## src/rtl/kss_pkg.sv

```systemverilog
// kss_pkg: sizes, slot encoding and controller/datapath interface types
// for the shared-store stack core. No dependencies.
package kss_pkg;

   localparam int CAPACITY = 128;
   localparam int STACKS   = 64;

   localparam int VALUE_W  = 32;
   localparam int SID_W    = 6;
   localparam int IDX_W    = $clog2(CAPACITY);
   localparam int SLOT_W   = $clog2(CAPACITY + 1);
   localparam int STACK_AW = (STACKS > 1) ? $clog2(STACKS) : 1;

   localparam logic [SLOT_W-1:0] NIL_SLOT = SLOT_W'(CAPACITY);

   localparam logic KIND_PUSH = 1'b0;
   localparam logic KIND_POP  = 1'b1;

   // controller to datapath
   typedef struct packed {
      logic capture;      // transfer accepted: latch request, first reads
      logic push_commit;  // push: write back or flag full, emit result
      logic pop_read;     // pop: read link and data at top slot
      logic pop_commit;   // pop: write back, emit result
      logic empty_done;   // pop on empty stack: emit flag
   } cmd_type;

   // datapath to controller
   typedef struct packed {
      logic top_nil;
   } status_type;

endpackage

```

## src/rtl/kss_ctrl.sv

```systemverilog
// kss_ctrl: operation sequencer for the shared-store stack core.
// Depends on kss_pkg.
module kss_ctrl (
   input  logic               clock,
   input  logic               reset,
   input  logic               start,
   input  logic               req_kind,
   input  kss_pkg::status_type status,
   output kss_pkg::cmd_type   cmd,
   output logic               busy
);
   import kss_pkg::*;

   localparam logic [1:0] ST_IDLE = 2'd0;
   localparam logic [1:0] ST_PUSH = 2'd1;
   localparam logic [1:0] ST_POP1 = 2'd2;
   localparam logic [1:0] ST_POP2 = 2'd3;

   logic [1:0] state_ff;
   logic [1:0] state_in;

   always_comb begin
      cmd      = '0;
      state_in = state_ff;
      case (state_ff)
         ST_IDLE: begin
            if (start) begin
               cmd.capture = 1'b1;
               state_in    = (req_kind == KIND_POP) ? ST_POP1 : ST_PUSH;
            end
         end
         ST_PUSH: begin
            cmd.push_commit = 1'b1;
            state_in        = ST_IDLE;
         end
         ST_POP1: begin
            if (status.top_nil) begin
               cmd.empty_done = 1'b1;
               state_in       = ST_IDLE;
            end else begin
               cmd.pop_read = 1'b1;
               state_in     = ST_POP2;
            end
         end
         ST_POP2: begin
            cmd.pop_commit = 1'b1;
            state_in       = ST_IDLE;
         end
         default: begin
            state_in = ST_IDLE;
         end
      endcase
   end

   always_ff @(posedge clock) begin
      if (reset) begin
         state_ff <= ST_IDLE;
      end else begin
         state_ff <= state_in;
      end
   end

   assign busy = (state_ff != ST_IDLE);

endmodule

```

## config.mk

```make
export PLATFORM = sky130hd
export DESIGN_NAME = kss_ctrl
export DESIGN_NICKNAME = d
export VERILOG_FILES = /design/src/rtl/kss_pkg.sv /design/src/rtl/kss_ctrl.sv
export SDC_FILE = /design/constraint.sdc
export NUM_CORES = 1
export LEC_CHECK = 0
export ABC_AREA = 1
export BUFFER_PORTS_ARGS = -buffer_cell sky130_fd_sc_hd__buf_2
export CORE_AREA = 2 2 39 41
export DETAILED_ROUTE_END_ITERATION = 10
export DIE_AREA = 0 0 41 43
export SETUP_SLACK_MARGIN = 0.15
export SLEW_MARGIN = 10
export SYNTH_ARGS = -nofsm -noshare
export SYNTH_HDL_FRONTEND = slang
export SYNTH_SLANG_ARGS = --single-unit
export TNS_END_PERCENT = 1
```

## constraint.sdc

```tcl
create_clock -name clock -period 1.14 [get_ports clock]
set_clock_uncertainty 0.15 [all_clocks]
set_input_delay 0.057 -clock clock [delete_from_list [all_inputs] [get_ports clock]]
set_output_delay 0.057 -clock clock [all_outputs]
set_load 0.1 [all_outputs]
```

## Word level (Yosys, flattened, before mapping)

Cells that the tools add are included.

- Register bits after elaboration: 2
- Word-level logic and storage cells: 20

- Reduce and logical (&&, ||, !) cells: 3
- Multiplexer cells: 12
- Equal/unequal tests: 4

Operators with widths:

| operator | count |
|---|---|
| $mux W1 | 8 |
| $mux W2 | 3 |
| $pmux W2 S3 | 1 |
| $eq A2 B2 Y1 const B | 2 |
| $eq A2 B1 Y1 const B | 1 |
| $logic_not A2 Y1 | 1 |
| $ne A2 B2 Y1 const B | 1 |
| $reduce_bool A2 Y1 | 1 |
| $reduce_or A2 Y1 | 1 |

## Depth between registers and ports, before layout

Gate-level depths: netlist of the first run.

- Depth in word-level cells: 3
- Depth in mapped cells: 5
- Mapped depth without buffers: 5

## Worst setup path after synthesis of the first run

Ideal clock, no wire load.

- Path type: register to output
- From: reg state_ff[0]
- To: out cmd[4] (netlist bit)
- Arrival time: 2.271 ns
- Setup slack: -1.338 ns
- Data required time: 0.933 ns
- Buffers on the path: 0
- Stages on the path, launching flop included: 4
- Cells stage by stage: dfxtp_1 -> nor2_2 -> inv_1 -> nor2_1

RTL lines:

| item | RTL line | text |
|---|---|---|
| from (decl) | kss_ctrl.sv:19 | `logic [1:0] state_ff;` |
| from (signal assigned) | kss_ctrl.sv:59 | `state_ff <= state_in;` |
| to (decl) | kss_ctrl.sv:9 | `output kss_pkg::cmd_type cmd,` |

==> out/metrics.yaml, run 1 <==
status: "complete, but fails checks"
violations: "setup timing"
crit_required_ps: 930
place_area_um2: 318
critPathCaptureType: "output port"
reg2reg_depth: 6
drtIter0Drc: 1
clkSinkCount: 2
fp.dieW_um: 41
post_drt_wl_per_cell_um: 7.30
grt_pass1_vias: 188
grt_overflow: 0
ant_nets: 0
rsz0062_at_grt: "true"
worst_slew_pin_slew_ps: 143
ir_drop_mv: 0.285
core.rowCount: 14
hp-class: "input pin to flop"
grt_max_degree: 5
dp_worst_setup_slack_ps: 31.0
regMostFlops: "state_ff"
r2r_end: "state_ff[1]"
whs_path_depth: 5
fin_ws_ps: -93.5
reg2reg_slack_ps: 130
start_util_pct: 9.95
layout_common_cells: "nand2_1, inv_1, buf_12"
clockRootBuffer: "clkbuf_4"
holdCritStartpoint: "start"
drt_pass1_iterations: 2
vias: 202
port_buffers: 10
relSlewSlack_pct: 90.5
yosysWarnings: 0
critical_path.max_fanout: 3
setup_viol: 5
min_to: "state_ff[0]"
final_common_cell: "nand2_1"
final_layout_size_suffix_gt1_share_pct: 61.4
yosys-top-cells-area: "dfxtp_1, inv_1, nand2_1"
syn_avg_cell_area_um2: 5.10
finalNetCount: 51
slew_violations: 0
routed_wl_um: 438
io_pins: 11
core_um2: 1380
startpoint_type: "flop"
grt_usage_pct: 6.41
fin_cells: 60
hold_slack_ps: 80.7
dieArea_um2: 1760
fin_area_um2: 402
largest_reg_flops: 2
dp_hpwl_um: 273
remaining_drc_errors: 0
post-route-min-period_ps: 1230
clock_path_buffers: 2
fin_crit_sh_pct: 108
hold_viol_final: 0
p_leak_nw: 0.210
p_per_area_nw_per_um2: 1250
syn-instance-count: 27
synth_top_area_cell: "dfxtp_1"
worstPathArrival_ps: 1030
reg2reg_from: "state_ff[0]"
netlist_area_um2: 138
antenna_found_initial: 0
seq_area_frac_synth_pct: 29.1
cts_buffers: 3
area_growth_pct: 192
fp.dieH_um: 43
grt_pass1_wl_um: 641
maxCapViolations: 0
clkTransAtPathRegs_ps: 30
top_regs: "state_ff x2"
synth_top_area_share_pct: 29.1
htreeDepth: 1
max_freq_ghz: 0.811
via_per_inst: 3.37
clk_latency_ps: 230
n_antenna_cell: 0
worst-setup-path-type: "flop to output port"
synth_nets: 32
dp.cells: 54
gp_congestion: 0.527
ys_types: 6
cts_tree: "built"
ys_ff_latch: 2
Yosys cell counts (all sizes together):
cell type and number:
inv 10, nand2 8, nand3 1, dfxtp 2, nor2 6
metal layers:
metal	GRT usage, %	vias to the layer above	wire length, um
met2	9.06	7	297
met4	10.0	0	15
li1	-	106	-
met5	0	-	0
met3	3.14	2	20
met1	4.47	87	105
where the power goes:
group	internal, mW	total [mW]	switching (mW)
Combinational	0.0948	0.254	0.159
Clock	0.117	0.162	0.0457
Sequential	0.0761	0.0860	0.00982
Total	0.287	0.502	0.214
critical path: stages (launching register included):
cell,delay (ps)
dfxtp_2,340
nor2_4,120
inv_2,70
nor2_4,100
buf_12,180
cells by family after synthesis:
family	count (synthesis)	share of synthesized area, %
flops	2	29.1
buf+inv	10	27.3
simple gates	15	43.6
per-stage QoR:
stage                     utilization [%]  TNS, ps  power, mW
after floorplan                         -    -1630      0.228
after global placement               23.0        0      0.308
after detailed placement             23.0        0      0.310
after CTS                            27.7     -508      0.503
after global routing                 29.0     -617      0.540
final                                29.0     -321      0.502
layout make-up:
type	instances	area, um^2
Timing Repair Buffer	14	179
Multi-Input combinational cell	15	95.1
Sequential cell	2	45.0
Clock buffer	3	22.5
Tap cell	16	20.0
Inverter	10	40.0
Fill cell	154	982
worst max-delay path by stage:
| stage | start | endpoint | depth (start not counted) | slack, ps |
|---|---|---|---|---|
| 2_1_floorplan | state_ff[1] | cmd[4] | 3 | -590 |
| 3_3_place_gp | state_ff[0] | cmd[4] | 4 | 40 |
| 3_5_place_dp | state_ff[0] | cmd[4] | 4 | 30 |
| 4_1_cts | state_ff[1] | cmd[3] | 3 | -120 |
| 5_1_grt | state_ff[0] | cmd[4] | 4 | -140 |
| 6_report | state_ff[0] | cmd[4] | 4 | -90 |
timing repair:
item,CTS,global route
hold endpoints to repair,2,0
pin swaps,2,3
hold buffers,2,0
setup endpoints to repair,6,8
gates resized for setup,8,6
buffers inserted,1,0
Note: power is estimated with default switching activity, not from simulation.
==> inputs of run 2 (changes only) <==
Clock period 1.14 ns to 1.35 ns, I/O delays scaled along.
==> run 2 against run 1 <==
Effect of this change:
- the run now ends clean
- combinational power is 21% lower
- flip-flop and latch count unchanged
- non-clock buffer count is 2 lower
- critical path type unchanged
- via count is 5.9% lower
- cell area shrank 8.4%
- sequential share of layout area rose by 1.0 points
- largest power group unchanged
- register-to-register slack better by 210 ps
- core utilization is 2.4 points lower
- sequential power fell by 16%
- clock power fell by 19%
- setup slack better by 190 ps
- critical endpoint unchanged
==> out/metrics.yaml, run 2 (synthesis gave the netlist of run 1 again) <==
holdCritStartpoint: "req_kind"
crit_slowest_cell: "dfxtp_4"
worst_slew_pin_slew_ps: 135
port_buffers: 10
clk_latency_ps: 220
start_util_pct: 9.95
fin_util_pct: 26.6
io_pins: 11
min_to: "state_ff[1]"
dp_hpwl_um: 251
p_leak_nw: 0.201
htreeDepth: 1
rsz0062_at_grt: "true"
dp.cells: 53
status: "completed"
cts_tree: "built"
antenna_found_initial: 0
routed_wl_um: 377
fin_cells: 58
fp.dieW_um: 41
core.rowCount: 14
grt_usage_pct: 5.32
whs_path_depth: 5
maxCapViolations: 0
grt_pass1_wl_um: 524
dieArea_um2: 1760
critPathMaxStageDelay_ps: 360
fin_ws_ps: 95.4
fp.dieH_um: 43
post_drt_wl_per_cell_um: 6.50
via_per_inst: 3.28
ant_nets: 0
r2r_end: "state_ff[0]"
dp_worst_setup_slack_ps: 223
finalNetCount: 49
worst-setup-path-type: "flop to output port"
fin_area_um2: 368
ir_drop_mv: 0.218
largest_reg_flops: 2
clockRootBuffer: "clkbuf_4"
worstPathArrival_ps: 1040
relSlewSlack_pct: 91.0
critical_path.top_delay_family: "flip-flops"
drtIter0Drc: 2
clkTransAtPathRegs_ps: 30
regMostFlops: "state_ff"
place_area_um2: 310
top_regs: "state_ff x2"
post-route-min-period_ps: 1250
remaining_drc_errors: 0
p_total_uw: 405
n_antenna_cell: 0
critPathCaptureType: "output port"
reg2reg_slack_ps: 340
critical_path.max_fanout: 5
gp_congestion: 0.554
area_growth_pct: 167
core_um2: 1380
grt_overflow: 0
drt_pass1_iterations: 3
fin_crit_sh_pct: 92.9
reg2reg_depth: 6
hp-class: "input pin to flop"
cp_common_cell: "nor2_4"
max_freq_ghz: 0.797
path_cells: "nor2_4 > inv_2 > nor2_4 > buf_12"
hold_viol_final: 0
reg2reg_from: "state_ff[1]"
cp_num_buf_inv: 2
cts_buffers: 3
clock_path_buffers: 2
grt_max_degree: 6
setup_viol: 0
grt_pass1_vias: 151
crit_required_ps: 1130
slew_violations: 0
p_per_area_nw_per_um2: 1100
final_layout_size_suffix_gt1_share_pct: 59.5
layout_common_cells: "inv_1, nand2_1, buf_12"
clkSinkCount: 2
startpoint_type: "flop"
vias: 190
## run 2: where the power goes
| group | internal, mW | switching (mW) | total, mW |
|---|---|---|---|
| clock | 0.0981 | 0.0339 | 0.132 |
| combinational | 0.0722 | 0.129 | 0.201 |
| sequential | 0.0643 | 0.00788 | 0.0722 |
| total | 0.235 | 0.170 | 0.405 |
## run 2: worst max-delay path by stage
| stage | from | to | cells after the start |
|---|---|---|---|
| 2_1_floorplan | state_ff[1] | cmd[4] | 3 |
| 3_3_place_gp | state_ff[1] | cmd[4] | 4 |
| 3_5_place_dp | state_ff[1] | cmd[4] | 4 |
| 4_1_cts | state_ff[1] | cmd[4] | 4 |
| 5_1_grt | state_ff[1] | cmd[4] | 4 |
| 6_report | state_ff[1] | cmd[4] | 4 |
## run 2: layout make-up
cell class	instances	area [um^2]
Multi-Input combinational cell	15	85.1
Timing Repair Buffer	12	158
Clock buffer	3	22.5
Tap cell	16	20.0
Fill cell	149	1020
Sequential cell	2	45.0
Inverter	10	37.5
## run 2: tightest hold or removal path: stages
cell and delay [ps]:
buf_2 100, nand2_1 60, nand2_1 40, inv_1 40, nor2_1 30
## run 2: timing repair
action / 4_1_cts / 5_1_grt
gates resized for setup: 3 / 6
buffers inserted: 1 / 0
hold buffers: 1 / 0
endpoints found under the setup margin: 5 / 5
endpoints found under the hold margin: 2 / 0
pin swaps: 1 / 1
## run 2: routing by layer
metal / part of all wire, % / GRT usage [%] / vias to the layer above
met4: 0 / 10.0 / 0
met2: 63 / 6.25 / 5
met1: 32 / 3.86 / 82
li1: - / - / 103
met3: 4.8 / 3.14 / 0
met5: 0 / 0 / -
## run 2: through the flow
step | TNS [ps] | hold WS, ps
floorplan | -575 | 87.4
global placement | 0 | 189
detailed placement | 0 | 193
CTS | 0 | 4.11
global route | 0 | 10.7
finish | 0 | 6.34
==> inputs of run 3 (changes only) <==
==> constraint.sdc (replaced) <==
create_clock -name clock -period 1.35 [get_ports clock]
set_clock_uncertainty 0.15 [all_clocks]
set_input_delay 0.27 -clock clock [delete_from_list [all_inputs] [get_ports clock]]
set_output_delay 0.27 -clock clock [all_outputs]
set_load 0.1 [all_outputs]
==> run 3 against run 2 <==
Effect of this change:
- the flow now finishes with violations (setup timing)
- core utilization is 0.72 points higher
- final cell count did not move
- register-to-register slack about the same
- count of clock-buffer cells in the layout is the same
- sequential share of layout area is 0.32 points lower
- first-iteration DRC count shrank 50%
- hold slack gained 140 ps
- wire length grew 9.3%
- critical path type unchanged
==> out/metrics.yaml, run 3 (synthesis gave the netlist of run 1 again) <==
status: "complete, but fails checks"
violations: "setup timing"
dieArea_um2: 1760
startpoint_type: "flop"
layout_common_cells: "nand2_1, inv_1, buf_12"
n_antenna_cell: 0
crit_required_ps: 930
ir_drop_mv: 0.237
p_per_area_nw_per_um2: 1110
fin_crit_sh_pct: 108
fin_ws_ps: -109
clkTransAtPathRegs_ps: 30
grt_pass1_vias: 185
reg2reg_from: "state_ff[1]"
dp_hpwl_um: 273
grt_use_met3_pct: 3.14
setup-tns-final_ps: -435
core_um2: 1380
finalNetCount: 49
dp_worst_setup_slack_ps: 28.0
final_common_cell: "nand2_1"
use_met1_pct: 4.47
cts_tree: "built"
rsz0062_at_grt: "true"
core.rowCount: 14
startpoint: "state_ff[1]"
gp_congestion: 0.527
grt_max_degree: 5
clk_latency_ps: 230
max_freq_ghz: 0.685
area_growth_pct: 175
antenna_found_initial: 0
relSlewSlack_pct: 90.4
cts_buffers: 3
critical_path.max_fanout: 4
holdCritStartpoint: "reset"
maxCapViolations: 0
netSwitchingFraction_pct: 43.4
htreeDepth: 1
grt_overflow: 0
fp.dieH_um: 43
grt_pass1_wl_um: 614
regMostFlops: "state_ff"
vias: 192
use_met2_pct: 8.13
p_leak_nw: 0.200
p_comb_share_pct: 49.5
post-route-min-period_ps: 1460
p_switching_uw: 183
via_per_inst: 3.31
worst_slew_pin_slew_ps: 143
drt_pass1_iterations: 2
remaining_drc_errors: 0
worstPathArrival_ps: 1040
routed_wl_um: 412
fin_util_pct: 27.3
port_buffers: 10
worst-setup-path-type: "flop to output port"
intPower_uw: 238
grt_usage_pct: 6.11
critPathCaptureType: "output port"
hold_viol_final: 0
fp.dieW_um: 41
start_util_pct: 9.95
p_clk_share_pct: 33.4
ant_nets: 0
busiest_layer: "met4"
io_pins: 11
clock_path_buffers: 2
top_regs: "state_ff x2"
drtIter0Drc: 1
final_layout_size_suffix_gt1_share_pct: 64.3
clockRootBuffer: "clkbuf_4"
setup_viol: 5
largest_reg_flops: 2
clkSinkCount: 2
hp-class: "input pin to flop"
post_drt_wl_per_cell_um: 7.10
slew_violations: 0
p_seq_share_pct: 17.1
==> run 3: changes by cell type in the layout (fill, tap and decap cells not counted) <==
cell	delta
nor2_2	-2
nor2_4	+2
buf_4	+1
dlygate4sd3_1	-1
inv_1	-1
inv_4	+1
==> run 3: path summary, 6_finish.rpt <==
kind | slack (ps) | cells past startpoint | endpoint
setup / recovery | -110 | 4 | cmd[4]
hold / removal | 150 | 4 | state_ff[0]
setup reg to reg | 330 | 6 | state_ff[1]
hold reg to reg | 470 | 4 | state_ff[0]
==> run 3: power by group through the flow <==
stage	sequential, mW	combinational [mW]	clock [mW]
2_1_floorplan	0.0692	0.123	0
3_3_place_gp	0.0690	0.191	0
3_5_place_dp	0.0690	0.193	0
4_1_cts	0.0714	0.204	0.145
5_1_grt	0.0728	0.219	0.163
6_report	0.0721	0.208	0.140
==> run 3: final cells by class <==
type,instances,area [um^2]
clock buffer,3,22.5
fill,156,1010
inverter,10,40.0
multi-input combinational,15,95.1
sequential,2,45.0
tap,16,20.0
timing repair buffer,12,155
==> run 3: routing by layer <==
metal / wire (um) / share of wire [%]
met1: 102 / 25
met2: 273 / 66
met3: 20 / 4.9
met4: 15 / 3.6
met5: 0 / 0
==> run 3: repair_timing <==
action | 4_1_cts | 5_1_grt
pin swaps | 2 | 1
hold buffers | 0 | 0
resized for setup | 8 | 5
setup endpoints to repair | 6 | 6
buffers inserted | 1 | 0
==> run 3: worst max-delay path, cell delays in order, from the launching register on <==
cell     delay, ps
dfxtp_4        350
nor2_4         120
inv_2           70
nor2_4         100
buf_12         180
==> run 3: stage by stage <==
| stage | power, mW | cell area (um^2) | instances | hold WS [ps] |
|---|---|---|---|---|
| 2_1_floorplan | 0.193 | 150 | 27 | 290 |
| 5_1_grt | 0.455 | 378 | 58 | 166 |
| 6_report | 0.421 | 378 | 58 | 149 |
| 3_5_place_dp | 0.262 | 318 | 54 | 400 |
| 4_1_cts | 0.421 | 363 | 58 | 149 |
| 3_3_place_gp | 0.260 | 318 | 54 | 392 |
